===== config.mk =====
export PLATFORM = sky130hd
export DESIGN_NAME = monitored_task_stall_tracker_top
export DESIGN_NICKNAME = d
export VERILOG_FILES = /design/src/hdl/mtst_pkg.sv /design/src/hdl/mtst_state_ram.sv /design/src/hdl/monitored_task_stall_tracker_top.sv
export SDC_FILE = /design/constraint.sdc
export NUM_CORES = 1
export LEC_CHECK = 0
export BUFFER_PORTS_ARGS = -buffer_cell sky130_fd_sc_hd__clkbuf_2
export CORE_ASPECT_RATIO = 1.75
export CORE_MARGIN = 8
export CORE_UTILIZATION = 44
export CTS_CLUSTER_DIAMETER = 40
export DETAILED_ROUTE_END_ITERATION = 7
export GPL_TIMING_DRIVEN = 0
export SYNTH_ARGS = -nofsm -noshare
export SYNTH_HDL_FRONTEND = slang
export SYNTH_SLANG_ARGS = --single-unit

===== constraint.sdc =====
create_clock -name clk -period 10.55 [get_ports clk]
set_clock_uncertainty 0.15 [all_clocks]
set_input_delay 0.5275 -clock clk [delete_from_list [all_inputs] [get_ports clk]]
set_output_delay 0.5275 -clock clk [all_outputs]
set_load 0.03 [all_outputs]

===== src/hdl/mtst_pkg.sv =====
// Package for the monitored task stall tracker.
// Holds the item types, the action codes and the table sizes.
// No dependencies; every other file imports it.
package mtst_pkg;

	// Table size and derived index width.
	localparam int SLOTS      = 9;
	localparam int SLOT_IDX_W = $clog2(SLOTS);

	// Field widths fixed by the interface.
	localparam int ID_W    = 22;
	localparam int PROG_W  = 32;
	localparam int TICK_W  = 16;
	localparam int SLOT_W  = 4;
	localparam int ACT_W   = 3;

	localparam logic [TICK_W-1:0] THRESH_RESET = TICK_W'(10);
	localparam logic [TICK_W-1:0] TICK_MAX     = '1;

	// Command codes of an input item.
	typedef enum logic {
		CMD_WRITE   = 1'b0,
		CMD_OBSERVE = 1'b1
	} cmd_t;

	// Action codes of a result item.
	typedef enum logic [ACT_W-1:0] {
		ACT_WRITTEN = 3'd0,
		ACT_IGNORED = 3'd1,
		ACT_NOT_MON = 3'd2,
		ACT_RESET   = 3'd3,
		ACT_STALLED = 3'd4,
		ACT_FIRST   = 3'd5,
		ACT_STACK   = 3'd6,
		ACT_ZERO    = 3'd7
	} action_t;

	// Input item.
	typedef struct packed {
		logic              cmd;
		logic [SLOT_W-1:0] slot;
		logic [ID_W-1:0]   task_id;
		logic [PROG_W-1:0] progress_count;
		logic              frozen;
		logic              blocked;
		logic              user_task;
	} req_t;

	// Result item.
	typedef struct packed {
		logic [ACT_W-1:0]  action;
		logic [SLOT_W-1:0] hit_slot;
		logic [TICK_W-1:0] stall_ticks;
	} rsp_t;

	// Per-slot state kept in the state memory.
	typedef struct packed {
		logic [PROG_W-1:0] last_progress;
		logic [TICK_W-1:0] tick_count;
		logic              reported;
	} entry_t;

endpackage


===== src/hdl/mtst_state_ram.sv =====
// Per-slot state memory of the stall tracker: one write and one read port.
// Read data is registered; entries not yet written read as zero.
// Depends on mtst_pkg.
module mtst_state_ram
	import mtst_pkg::*;
(
	input  logic                  clk,
	input  logic                  arst_n,
	input  logic                  we,
	input  logic [SLOT_IDX_W-1:0] waddr,
	input  entry_t                wdata,
	input  logic                  re,
	input  logic [SLOT_IDX_W-1:0] raddr,
	output entry_t                rdata
);

	entry_t             mem_q [SLOTS];
	logic [SLOTS-1:0]   valid_q;
	entry_t             rd_raw_q;
	logic               rd_valid_q;

	// Storage array, written at one address a cycle.
	always_ff @(posedge clk) begin
		if (we) begin
			mem_q[waddr] <= wdata;
		end
	end

	// Valid bits stand in for the zero reset of the array.
	always_ff @(posedge clk or negedge arst_n) begin
		if (!arst_n) begin
			valid_q <= '0;
		end else if (we) begin
			valid_q[waddr] <= 1'b1;
		end
	end

	// Registered read port.
	always_ff @(posedge clk) begin
		if (re) begin
			rd_raw_q   <= mem_q[raddr];
			rd_valid_q <= valid_q[raddr];
		end
	end

	assign rdata = rd_valid_q ? rd_raw_q : '0;

endmodule


===== src/hdl/monitored_task_stall_tracker_top.sv =====
// Top level of the monitored task stall tracker.
// An accepted item waits in stage one for its memory read; its result then
// goes to the output register when that register is empty or being emptied;
// a stalled receiver holds it back. No new item is taken before the last one
// completes: the read-modify-write of the state memory holds one item in flight.
// Reset clears the slot IDs, the memory valid bits, the threshold (to 10) and
// the handshake state; no clearing pass is needed.
module monitored_task_stall_tracker_top
	import mtst_pkg::*;
(
	input  logic                 clk,
	input  logic                 arst_n,
	input  logic                 req_valid,
	output logic                 req_ready,
	input  req_t                 req,
	output logic                 rsp_valid,
	input  logic                 rsp_ready,
	output rsp_t                 rsp,
	input  logic                 cfg_we,
	input  logic [TICK_W-1:0]    cfg_wdata
);

	logic [TICK_W-1:0]     thresh_q;
	logic [ID_W-1:0]       slot_task_q [SLOTS];

	logic                  busy_q;
	req_t                  req_s1;
	logic                  in_range_s1;
	logic                  id_changed_s1;
	logic                  hit_s1;
	logic [SLOT_IDX_W-1:0] idx_s1;

	logic                  rsp_valid_q;
	rsp_t                  rsp_q;

	logic                  accept;
	logic                  complete;
	logic                  in_range;
	logic [SLOT_IDX_W-1:0] wr_idx;
	logic                  found;
	logic [SLOT_IDX_W-1:0] found_idx;
	logic [SLOT_IDX_W-1:0] rd_idx;

	entry_t                rd_entry;
	entry_t                wr_entry;
	logic                  mem_we;
	rsp_t                  rsp_next;
	logic [TICK_W-1:0]     ticks_inc;

	assign req_ready = !busy_q;
	assign accept    = req_valid && req_ready;
	assign complete  = busy_q && (!rsp_valid_q || rsp_ready);

	// Threshold register.
	always_ff @(posedge clk or negedge arst_n) begin
		if (!arst_n) begin
			thresh_q <= THRESH_RESET;
		end else if (cfg_we) begin
			thresh_q <= cfg_wdata;
		end
	end

	// Slot write decode and parallel ID match, lowest slot wins.
	always_comb begin
		in_range  = 32'(req.slot) < SLOTS;
		wr_idx    = SLOT_IDX_W'(req.slot);
		found     = 1'b0;
		found_idx = '0;
		for (int i = SLOTS - 1; i >= 0; i--) begin
			if (req.task_id != '0 && slot_task_q[i] == req.task_id) begin
				found     = 1'b1;
				found_idx = SLOT_IDX_W'(i);
			end
		end
		rd_idx = (req.cmd == CMD_WRITE) ? wr_idx : found_idx;
	end

	// Stage one: hold the accepted item while the memory read returns.
	always_ff @(posedge clk or negedge arst_n) begin
		if (!arst_n) begin
			busy_q <= 1'b0;
		end else if (accept) begin
			busy_q <= 1'b1;
		end else if (complete) begin
			busy_q <= 1'b0;
		end
	end

	always_ff @(posedge clk) begin
		if (accept) begin
			req_s1        <= req;
			in_range_s1   <= in_range;
			id_changed_s1 <= in_range && (slot_task_q[wr_idx] != req.task_id);
			hit_s1        <= found;
			idx_s1        <= rd_idx;
		end
	end

	mtst_state_ram u_state_ram (
		.clk    (clk),
		.arst_n (arst_n),
		.we     (mem_we),
		.waddr  (idx_s1),
		.wdata  (wr_entry),
		.re     (accept),
		.raddr  (rd_idx),
		.rdata  (rd_entry)
	);

	// Modify step: work out the new slot state and the result item.
	always_comb begin
		ticks_inc = (rd_entry.tick_count < TICK_MAX) ?
			rd_entry.tick_count + TICK_W'(1) : rd_entry.tick_count;
		wr_entry  = rd_entry;
		mem_we    = 1'b0;
		rsp_next.action      = ACT_IGNORED;
		rsp_next.hit_slot    = '0;
		rsp_next.stall_ticks = '0;

		if (req_s1.cmd == CMD_WRITE) begin
			if (in_range_s1) begin
				rsp_next.action   = ACT_WRITTEN;
				rsp_next.hit_slot = SLOT_W'(idx_s1);
				if (id_changed_s1) begin
					wr_entry = '0;
					mem_we   = 1'b1;
				end else begin
					rsp_next.stall_ticks = rd_entry.tick_count;
				end
			end
		end else if (req_s1.blocked && req_s1.user_task) begin
			if (!hit_s1) begin
				rsp_next.action = ACT_NOT_MON;
			end else begin
				rsp_next.hit_slot = SLOT_W'(idx_s1);
				if (req_s1.frozen) begin
					rsp_next.action      = ACT_IGNORED;
					rsp_next.stall_ticks = rd_entry.tick_count;
				end else if (req_s1.progress_count == '0) begin
					wr_entry.last_progress = '0;
					mem_we                 = 1'b1;
					rsp_next.action        = ACT_ZERO;
					rsp_next.stall_ticks   = rd_entry.tick_count;
				end else if (req_s1.progress_count != rd_entry.last_progress) begin
					wr_entry.last_progress = req_s1.progress_count;
					wr_entry.tick_count    = '0;
					wr_entry.reported      = 1'b0;
					mem_we                 = 1'b1;
					rsp_next.action        = ACT_RESET;
				end else if (ticks_inc >= thresh_q) begin
					wr_entry.tick_count = '0;
					mem_we              = 1'b1;
					rsp_next.action     = ACT_STACK;
				end else begin
					wr_entry.tick_count  = ticks_inc;
					wr_entry.reported    = 1'b1;
					mem_we               = 1'b1;
					rsp_next.stall_ticks = ticks_inc;
					rsp_next.action      = rd_entry.reported ? ACT_STALLED : ACT_FIRST;
				end
			end
		end
		mem_we = mem_we && complete;
	end

	// Slot ID registers, updated when a slot write completes.
	always_ff @(posedge clk or negedge arst_n) begin
		if (!arst_n) begin
			for (int i = 0; i < SLOTS; i++) begin
				slot_task_q[i] <= '0;
			end
		end else if (complete && req_s1.cmd == CMD_WRITE && in_range_s1) begin
			slot_task_q[idx_s1] <= req_s1.task_id;
		end
	end

	// Output register parts the result from the next item.
	always_ff @(posedge clk or negedge arst_n) begin
		if (!arst_n) begin
			rsp_valid_q <= 1'b0;
		end else if (complete) begin
			rsp_valid_q <= 1'b1;
		end else if (rsp_ready) begin
			rsp_valid_q <= 1'b0;
		end
	end

	always_ff @(posedge clk) begin
		if (complete) begin
			rsp_q <= rsp_next;
		end
	end

	assign rsp_valid = rsp_valid_q;
	assign rsp       = rsp_q;

endmodule

==> summary.md <==
| Metric | Value |
|---|---|
| Status | completed |
| Final wirelength | 124,000 um |
| Post-synth top area share | 47.0% |
| Synth area leaders | edfxtp_1 47%, dfrtp_1 15%, mux2_2 6.1% |
| Fin crit share | 83.3% |
| Area grow syn2layout | 17.2% |
| Vias | 24,194 |
| Peak Freq | 114 MHz |
| Logic pwr share | 21.6% |
| Top_reg_cell synth | edfxtp_1 |
| Via density | 5.90 |
| Initial Utilization | 44.5% |
| Sequential fraction of the synthesis area | 62.2% |
| Resized Gates After CTS | 0 |
| Synthesized area | 37,000 sq um |
| Net Count, Synth | 2,752 |
| Tot GR Track Use | 26.0% |
| Layout cells sized above 1 | 21.7% |
| Fraction of registers with async set/reset | 28.0% |
| Max-slew violation count | 0 |
| Avg Cell Area, Syn | 13.9 sq um |
| CP Max Fanout | 10 |
| Initial antenna violation count | 2 |
| Filler instances | 6,964 |
| Reg power frac | 45.3% |
| Cell count after synthesis | 2,652 |
| Switching part of the total power | 32.4% |
| Drt first pass iters | 6 |
| Die H | 400 um |
| Most frequent cells in the layout | 579 x edfxtp_1, 223 x dfrtp_1, 210 x nand2_1, 200 x mux2_2, 169 x xor2_1 |
| Slew Limit Headroom | 3.63% |
| P_sw | 3.19 mW |
| Clk slew on worst S/H paths | 0.06 ns |
| Startpoint Class | flop |
| Cts bufs inserted | 90 |
| Vias in the first global route | 25,335 |
| Routability Congestion | 0.979 |
| Actual slew at the worst max-slew pin | 1.43 ns |
| CP Data Arrival Time | 8.95 ns |
| Largest area contributor in the netlist | edfxtp_1 |
| RSZ-0062 raised after global routing | false |
| Post-DP Area | 39,500 sq um |
| Fin Setup TNS | 0 ns |
| Remaining Overflow, GRT | 0 |
| Post-synth EDFFs | 579 |
| Lkg Pwr | 16.7 nW |
| Final nets | 3,056 |
| Setup CP Type | flop to flop |
| Full die area | 94,000 sq um |
| Critical Path RT | 10.72 ns |
| Worst Setup End Kind | flop |
| Clk sink count | 804 |
| Skew-Pair Late Insertion Delay | 0.69 ns |
| Antenna-violating nets left | 0 |
| Cell area after layout | 43,400 sq um |
| Postcts setup bufs | 0 |
| Peak VDD IR | 197 uV |
| DRT iter0 DRCs | 1,811 |
| CTS tree | built |
| Seq cells post-synth | 804 |
| Port Buffers | 105 |
| Int Power | 6.66 mW |
| Row count | 140 |
| Clk pwr share | 33.1% |
| Hold Path Class | input pin to flop |
| Cell variety after synth | 72 |
| Commonest non-fill, non-tap cell in the layout | edfxtp_1 |
| Final hold violation count | 0 |
| Root buffer cell | clkbuf_16 |
| First-pass GRT wire length | 177,000 um |
| Fin crit period | 8.78 ns |
| Largest net degree at the start of global routing | 98 |
| Die W | 235 um |
| H-tree Lvls | 3 |
| # setup viols final | 0 |
| Footprint of the multi-input gates | 13,100 sq um |
| DP Wirelength | 91,500 um |
| IO Pins | 108 |
| Max_cap viols | 0 |
| Core box area | 83,200 sq um |
| Wire length per cell | 30.2 um |
| CTS Buffer Depth | 3 |
| Seq. cell area | 23,000 sq um |
| Drc violations | 0 |
| Yosys warns | 0 |
| Pwr per Cell Area | 227 nW/um^2 |
## synthesized netlist by cell type, types with 4 or more instances
master and number:
edfxtp_1 579, dfrtp_1 223, nand2_1 210, mux2_2 200, xor2_1 169, mux2i_1 125, nor2_1 104, o21ai_0 99
clkbuf_1 93, xnor2_1 80, nor2b_1 57, nor4_1 54, o211ai_1 52, a211oi_1 51, a211o_1 50, mux4_2 44
o22ai_1 44, a221oi_1 39, a21oi_1 37, inv_1 29, nand4_1 29, buf_2 26, buf_6 21, a31o_2 19
ha_1 17, a22oi_1 16, nand3_1 16, nor4bb_1 15, buf_4 11, nand2b_1 11, or2_2 11, a21o_1 10
a221oi_2 10, and2_1 10, buf_1 10, nor3_1 10, a22o_1 6, a21boi_0 4, a32o_1 4, and3_1 4
and4_1 4, nand3b_1 4, o221ai_1 4
## final timing paths
path                                         from                        to  slack [ns]  depth (start not counted)
setup / recovery           u_state_ram.rd_valid_q  u_state_ram.mem_q[1][16]        1.77                         24
max in group asynchronous                  arst_n           slot_task_q[35]        9.11                          3
hold / removal                            req[54]                req_s1[54]         0.1                          1
hold reg to reg            u_state_ram.valid_q[3]    u_state_ram.valid_q[3]        0.32                          1
min in group asynchronous                  arst_n           slot_task_q[28]        0.23                          2
setup reg to reg           u_state_ram.rd_valid_q  u_state_ram.mem_q[1][16]        1.77                         24
## sequential cells by signal, indices dropped and copies added (netlist names)
register and count:
req_s1 58, in_range_s1 1, rsp_valid 1, busy_q 1, hit_s1 1, u_state_ram.mem_q 441
thresh_q 16, slot_task_q 198, rsp 23, u_state_ram.rd_valid_q 1, u_state_ram.rd_raw_q 49, idx_s1 4
u_state_ram.valid_q 9, id_changed_s1 1
## worst max-delay path, stage by stage, from the launching register on
cell	delay [ns]
edfxtp_1	0.53
clkbuf_1	0.70
clkbuf_1	0.60
clkbuf_1	0.72
nand2_1	0.30
inv_1	0.14
ha_1	0.25
nand4_1	0.13
or4_1	0.41
buf_4	0.20
nand3_2	0.13
nor4_4	0.08
nand3_1	0.25
nor3_2	0.13
xnor2_1	0.15
ha_1	0.29
a21o_1	0.18
a21o_1	0.17
a21oi_1	0.26
inv_1	0.06
o21ai_0	0.52
o21ai_1	0.28
nor2_1	0.64
a21boi_0	0.19
o21ai_0	0.89
## cells by family after synthesis
group / Yosys count / share of synthesized area (%)
and+or+nand+nor: 553 / 7.47
DFF: 804 / 62.2
adders and majority gates: 17 / 0.575
AOI/OAI and AO/OA: 467 / 9.09
muxes: 369 / 12.1
xor gates and xnor gates: 249 / 5.90
buffers and inverters: 193 / 2.59
## final cells by class
type,instances,area share [%]
Antenna cell,3,0.0173
Buffer,163,1.95
Clock buffer,105,5.51
Clock inverter,65,1.66
Inverter,30,0.260
Multi-Input combinational cell,1655,30.2
Sequential cell,804,53.1
Tap cell,1065,3.07
Timing Repair Buffer,212,4.26
## what timing repair did
item,CTS,global route
hold buffers,76,0
setup endpoints to repair,0,0
endpoints found under the hold margin,125,0
## routing by layer
| metal | GRT usage (%) | up-vias | share of wire [%] |
|---|---|---|---|
| met1 | 26.0 | 12198 | 34 |
| met4 | 20.1 | 0 | 8.6 |
| li1 | - | 10701 | - |
| met2 | 48.4 | 939 | 53 |
| met3 | 3.51 | 356 | 4.5 |
| met5 | 0 | - | 0 |
## stage by stage
stage | hold slack, ns | setup slack (ns) | cells | power, mW | util (%)
CTS | 0.0800 | 1.87 | 4099 | 9.89 | 52.1
global route | 0.0793 | 1.46 | 4100 | 10.2 | 52.1
finish | 0.0965 | 1.77 | 4102 | 9.86 | 52.1
detailed placement | 0.306 | 1.92 | 3853 | 6.60 | 47.5
global placement | 0.300 | -0.306 | 3822 | 6.55 | 46.7
floorplan | 0.0819 | 4.28 | 2652 | 5.64 | -
## power by group through the flow
stage	Clock (mW)	Sequential [mW]	Combinational [mW]
floorplan	0	4.42	1.23
global placement	0	4.53	2.02
detailed placement	0	4.52	2.09
CTS	3.32	4.46	2.12
global route	3.42	4.52	2.23
finish	3.26	4.47	2.13
Note: power is estimated with default switching activity, not from simulation.
